## config.mk

```make
export PLATFORM = sky130hd
export DESIGN_NAME = bidt_scan
export DESIGN_NICKNAME = d
export VERILOG_FILES = /design/src/hdl/bidt_pkg.sv /design/src/hdl/bidt_scan.sv
export SDC_FILE = /design/constraint.sdc
export NUM_CORES = 1
export LEC_CHECK = 0
export BUFFER_PORTS_ARGS = -buffer_cell sky130_fd_sc_hd__buf_2
export CORE_UTILIZATION = 45
export DETAILED_ROUTE_END_ITERATION = 12
export PLACE_DENSITY_LB_ADDON = 0.2
export SLEW_MARGIN = 10
export SYNTH_ARGS = -nofsm -noshare
export SYNTH_HDL_FRONTEND = slang
export SYNTH_SLANG_ARGS = --single-unit
```

## constraint.sdc

```tcl
create_clock -name i_clk -period 1.8 [get_ports i_clk]
set_input_delay 0.09 -clock i_clk [delete_from_list [all_inputs] [get_ports i_clk]]
set_output_delay 0.09 -clock i_clk [all_outputs]
set_load 0.005 [all_outputs]
```

## src/hdl/bidt_pkg.sv

```systemverilog
package bidt_pkg;

    // Table geometry.
    localparam int MAX_IDS    = 256;
    localparam int ID_W       = 9;
    localparam int SLOT_W     = $clog2(MAX_IDS);
    localparam int SIZE_W     = 31;
    localparam int USAGE_W    = 16;
    localparam int DATA_W     = 32;

    // The bitmap is searched one group per cycle.
    localparam int GROUP_W    = 32;
    localparam int LANE_W     = $clog2(GROUP_W);
    localparam int NUM_GROUPS = MAX_IDS / GROUP_W;
    localparam int GRP_IDX_W  = SLOT_W - LANE_W;

    // Command codes.
    localparam logic [2:0] CMD_ALLOC   = 3'd0;
    localparam logic [2:0] CMD_DELETE  = 3'd1;
    localparam logic [2:0] CMD_QUERY   = 3'd2;
    localparam logic [2:0] CMD_SETDATA = 3'd3;
    localparam logic [2:0] CMD_CHECK   = 3'd4;

    // Status codes.
    localparam logic [1:0] ST_OK    = 2'd0;
    localparam logic [1:0] ST_BADID = 2'd1;
    localparam logic [1:0] ST_FULL  = 2'd2;
    localparam logic [1:0] ST_RANGE = 2'd3;

    // Request to the size and usage store.
    typedef struct packed {
        logic                rd;
        logic                wr_size;
        logic                wr_usage;
        logic [SLOT_W-1:0]   addr;
        logic [SIZE_W-1:0]   size;
        logic [USAGE_W-1:0]  usage;
    } t_mem_req;

    // Outcome of a bitmap search.
    typedef struct packed {
        logic                done;
        logic                found;
        logic [SLOT_W-1:0]   slot;
    } t_scan_res;

endpackage

```

## src/hdl/bidt_scan.sv

```systemverilog
module bidt_scan (
    input  logic                               i_clk,
    input  logic                               i_rst_n,
    input  logic                               i_go,
    input  logic [bidt_pkg::GROUP_W-1:0]       i_group,
    output logic [bidt_pkg::GRP_IDX_W-1:0]     o_grp,
    output bidt_pkg::t_scan_res                o_res
);

    logic                               r_active, n_active;
    logic [bidt_pkg::GRP_IDX_W-1:0]     r_grp, n_grp;
    bidt_pkg::t_scan_res                r_res, n_res;
    logic [bidt_pkg::GROUP_W-1:0]       w_free;
    logic                               w_has_free;
    logic [bidt_pkg::LANE_W-1:0]        w_low;

    // Lowest free lane within the group under inspection.
    always_comb begin
        w_free     = ~i_group;
        w_has_free = |w_free;
        w_low      = '0;
        for (int i = bidt_pkg::GROUP_W - 1; i >= 0; i--) begin
            if (w_free[i]) begin
                w_low = bidt_pkg::LANE_W'(i);
            end
        end
    end

    // Walk the groups from the bottom until a free slot turns up or the last group is full.
    always_comb begin
        n_active  = r_active;
        n_grp     = r_grp;
        n_res     = r_res;
        n_res.done = 1'b0;
        if (i_go) begin
            n_active = 1'b1;
            n_grp    = '0;
        end else if (r_active) begin
            if (w_has_free) begin
                n_res.done  = 1'b1;
                n_res.found = 1'b1;
                n_res.slot  = {r_grp, w_low};
                n_active    = 1'b0;
            end else if (r_grp == bidt_pkg::GRP_IDX_W'(bidt_pkg::NUM_GROUPS - 1)) begin
                n_res.done  = 1'b1;
                n_res.found = 1'b0;
                n_active    = 1'b0;
            end else begin
                n_grp = r_grp + 1'b1;
            end
        end
    end

    always_ff @(posedge i_clk) begin
        if (!i_rst_n) begin
            r_active <= 1'b0;
            r_grp    <= '0;
            r_res    <= '0;
        end else begin
            r_active <= n_active;
            r_grp    <= n_grp;
            r_res    <= n_res;
        end
    end

    assign o_grp = r_grp;
    assign o_res = r_res;

endmodule

```

Yosys cells after proc, flatten, opt, wreduce, memory -nomap -nowiden
Cells that the tools add are included.
Storage, ports and cells
  register bits after elaboration: 14
  bits of input ports: 35
  output and inout bits: 13
  logic and storage cells: 58
Cells by class
  add/sub/neg operators: 1
  eq/ne operators: 1
  multiplexer cells: 38
  bitwise gates (word level): 6
  reductions and logical operators: 7
Operators with widths (number)
  5-bit two-way mux: 32
  32-bit inverter: 1
  32-bit OR reduction: 1
  3-bit AND reduction: 3
  1-bit inverter: 5
  1-bit two-way mux: 4
  2-bit two-way mux: 2
  3-bit by 1-bit adder with 3-bit output, second input constant: 1
  3-bit == test, second input constant: 1
  3-bit OR reduction: 1
  2-bit nonzero test: 1
  2-bit OR reduction: 1

Depth between registers and ports, before layout
  depth after elaboration: 33
  depth in mapped cells: 6

Worst setup path before layout
Ideal clock, no wire load.
  path type: register to register
  start point: reg r_grp, in the netlist o_grp[0]
  end point: reg r_grp, in the netlist o_grp[1]
  setup time: 0.114 ns
  arrival time: 1.127 ns
  setup slack: 0.558 ns
  cell stages (with the launch flop): 7
  period minus slack after synthesis: 1.242 ns
  path through: dfxtp_1 -> ha_1 -> ha_1 -> inv_1 -> nand4_2 -> mux2i_1 -> nor2_1
On the way
  longest elaborated chain between the ends: 3
  elaborated cells between the ends (all ways): 4
  classes of those cells: 1 x add/sub; 1 x eq/ne; 1 x bitwise; 1 x reduce/logical
Ends and longest elaborated chain
  start: declaration: line bidt_scan.sv:11  | logic [bidt_pkg::GRP_IDX_W-1:0] r_grp, n_grp;
  start signal: assignment: line bidt_scan.sv:61  | r_grp <= n_grp;
  3-bit == test: line bidt_scan.sv:44  | end else if (r_grp == bidt_pkg::GRP_IDX_W'(bidt_pkg::NUM_GROUPS - 1)) begin
  1-bit inverter (no line)
  3-bit AND reduction (no line)
Parallel ways exist; a longest one is shown, timed or not.
A chain may end at the register's enable or synchronous reset.

Final worst setup path
  start point: reg r_active
  end point: reg r_res, in the netlist o_res[2]
On the way
  longest elaborated chain between the ends: 1
Ends and longest elaborated chain
  start: declaration: line bidt_scan.sv:10  | logic r_active, n_active;
  start signal: assignment: line bidt_scan.sv:60  | r_active <= n_active;
  3-bit AND reduction (no line)
  end signal: assignment: line bidt_scan.sv:62  | r_res <= n_res;
  end: declaration: line bidt_scan.sv:12  | bidt_pkg::t_scan_res r_res, n_res;
No other way between the ends.

==> results_dict.tcl <==
set metrics [dict create \
    final_cell_mix "47 x buf_2, 14 x nand2_1, 14 x nor2_1, 14 x dfxtp_1, 10 x nand3_1" \
    cts_tree "done" \
    worst_slack_ns 0.386 \
    power_density_nw_per_um2 529 \
    antenna_left 0 \
    clk_pin_slew_worst_paths_ns 0.08 \
    p_sw_uw 169 \
    wire_per_inst_um 10.7 \
    rows 16 \
    holdBufCountCts 0 \
    pre_cts_slack_ns 0.308 \
    final-hold-violation-count 0 \
    leakage_nw 0.621 \
    synthArstFlopShare_pct 0 \
    post-route-period-util_pct 78.5 \
    dp.cells 192 \
    worstSetupStartpointType "flip-flop" \
    hp-start "i_rst_n" \
    tns_ns 0 \
    min_to "o_res[4]" \
    min_path_type "in -> reg" \
    synth-seq-cells 14 \
    grt_pass1_wl_mm 3.13 \
    initial_utilization_pct 48.3 \
    synth_seq_area_share_pct 29.3 \
    cts.sinks 14 \
    drive_above_1_share_pct 34.3 \
    post-layout-total-power_uw 662 \
    h-tree-depth 1 \
    swShare_pct 25.6 \
    grt_overflow 0 \
    layout_commonest_cell "buf_2" \
    synth_edf_count 0 \
    critPathMaxFanout 12 \
    gp_congestion 0.778 \
    regToRegSetupSlack_ns 0.39 \
    vias 1033 \
    dr.pass1.iters 4 \
    power_frac_comb_pct 18.9 \
    place_hpwl_mm 1.81 \
    yosys_warnings 0 \
    die_h_um 48.1 \
    coreArea_sq_um 1980 \
    cts_root_buf "clkbuf_4" \
    drt_first_iter_violations 23 \
    skew_ns 0.00237 \
    drv_slew 0 \
    io_buffers 47 \
    syn_to_final_growth_pct 30.7 \
    clk_latency_ns 0.27 \
    outcome "completed" \
    die_x_um 48.1 \
    cp-end-kind "flip-flop" \
    wirelength_mm 2.09 \
    cts_buffers 3 \
    drc 0 \
    r2r-end "o_res[2]" \
    grt_max_degree 13 \
    synthCells 119 \
    track_usage_pct 19.1 \
    min_period_ns 1.41 \
    ctsLongestPathBuffers 2 \
    pwr-share-seq_pct 48.1 \
    critical_path_class "reg -> reg" \
    antenna_found_initial 0 \
    synth_nets 156 \
    fmax_mhz 707 \
    setup_viol 0 \
    max_cap_viol_count 0 \
    antenna_cells 0 \
    layout.cells.non_filler 196 \
    vias_per_cell 5.27 \
    ir_worst_vdd_v 0.000323 \
    ios 48 \
    min_path_cells 2 \
    first_global_vias 828 \
    rsz0062_at_grt "no" \
    netlist_area_sq_um 957 \
    relSlewSlack_pct 61.4 \
    max_slew.worst_pin.slew_ns 0.579 \
    nNetsFinal 207 \
    synth_cell_types 33 \
    synthFlopType "dfxtp_1" \
    clockPowerShare_pct 33.1 \
    dieArea_sq_um 2320 \
    cts_setup_buffers 0 \
    rr_worst_depth 4 \
    reg2reg_from "r_active" \
    crit_required_ns 1.99 \
    power.internal_uw 493 \
    crit_arrival_ns 1.60 \
    syn_area_per_cell_sq_um 8.04 \
    post_cts_resized 0 \
]
state kept, by name, indices dropped and copies added, names as in the netlist:
register	flops
o_grp	3
o_res	10
r_active	1
worst max path at each step:
stage / cells after the start / startpoint / slack (ns) / end
3_5_place_dp: 6 / i_group[13] / 0.31 / o_res[2]
2_1_floorplan: 6 / o_grp[0] / 0.56 / o_grp[1]
6_report: 4 / r_active / 0.39 / o_res[2]
5_1_grt: 4 / r_active / 0.25 / o_res[2]
3_3_place_gp: 6 / i_group[13] / 0.39 / o_res[2]
4_1_cts: 4 / r_active / 0.38 / o_res[2]
stage by stage:
| step | cell area (sq um) | utilization (%) | hold WS [ns] |
|---|---|---|---|
| 2_1_floorplan | 957 | - | 0.232 |
| 3_3_place_gp | 1210 | 61.3 | 0.373 |
| 3_5_place_dp | 1210 | 61.3 | 0.401 |
| 4_1_cts | 1250 | 63.1 | 0.106 |
| 5_1_grt | 1250 | 63.1 | 0.112 |
| 6_report | 1250 | 63.1 | 0.113 |
Yosys cell counts, drive strengths merged, types with 2 or more instances:
library cell | number | area (sq um)
inv | 7 | 26.3
o21ai | 6 | 30.0
and3 | 2 | 12.5
nand2b | 3 | 18.8
ha | 2 | 25.0
nand3 | 10 | 50.1
nand4 | 12 | 109
a21oi | 5 | 28.8
o31ai | 2 | 15.0
a21boi | 2 | 15.0
nor2b | 3 | 18.8
a31oi | 2 | 12.5
dfxtp | 14 | 280
nand2 | 14 | 52.6
nor4 | 2 | 42.5
nor2 | 14 | 52.6
a211oi | 3 | 22.5
mux2i | 5 | 50.1
power groups by stage:
stage	Combinational, mW	Clock [mW]	Sequential [mW]
5_1_grt	0.140	0.246	0.319
2_1_floorplan	0.0509	0	0.326
4_1_cts	0.126	0.226	0.318
3_5_place_dp	0.126	0	0.326
3_3_place_gp	0.120	0	0.326
6_report	0.125	0.219	0.318
critical path, stage by stage (launching register included):
cell and delay [ns]:
dfxtp_1 0.37, nand2_1 0.12, a21oi_2 0.46, o31ai_1 0.15, o32ai_1 0.23
cell type report:
class                   count  area, sq um
repair buffers             47          235
flip-flops and latches     14          280
multi-input cells          97          639
clock buffers               4         36.3
inverters                   7         26.3
well taps                  27         33.8
fillers                   199          731
layer usage:
metal  part of all wire, %  global-route usage (%)  vias up
li1                      -                       -      545
met1                    46                    22.5      453
met2                    49                    34.3       33
met3                   4.0                    3.70        2
met4                  0.48                    6.67        0
met5                     0                       0        -
logic make-up after synthesis:
family                   after synthesis  share of synthesized area [%]
AO/OA/AOI/OAI                         28                           20.0
multiplexers                           5                           5.23
adder cells (fa/ha/maj)                2                           2.61
AND/OR/NAND/NOR                       61                           38.0
buffers and inverters                  8                           3.92
flip-flops                            14                           29.3
XOR/XNOR                               1                          0.915
Note: power is estimated with default switching activity, not from simulation.
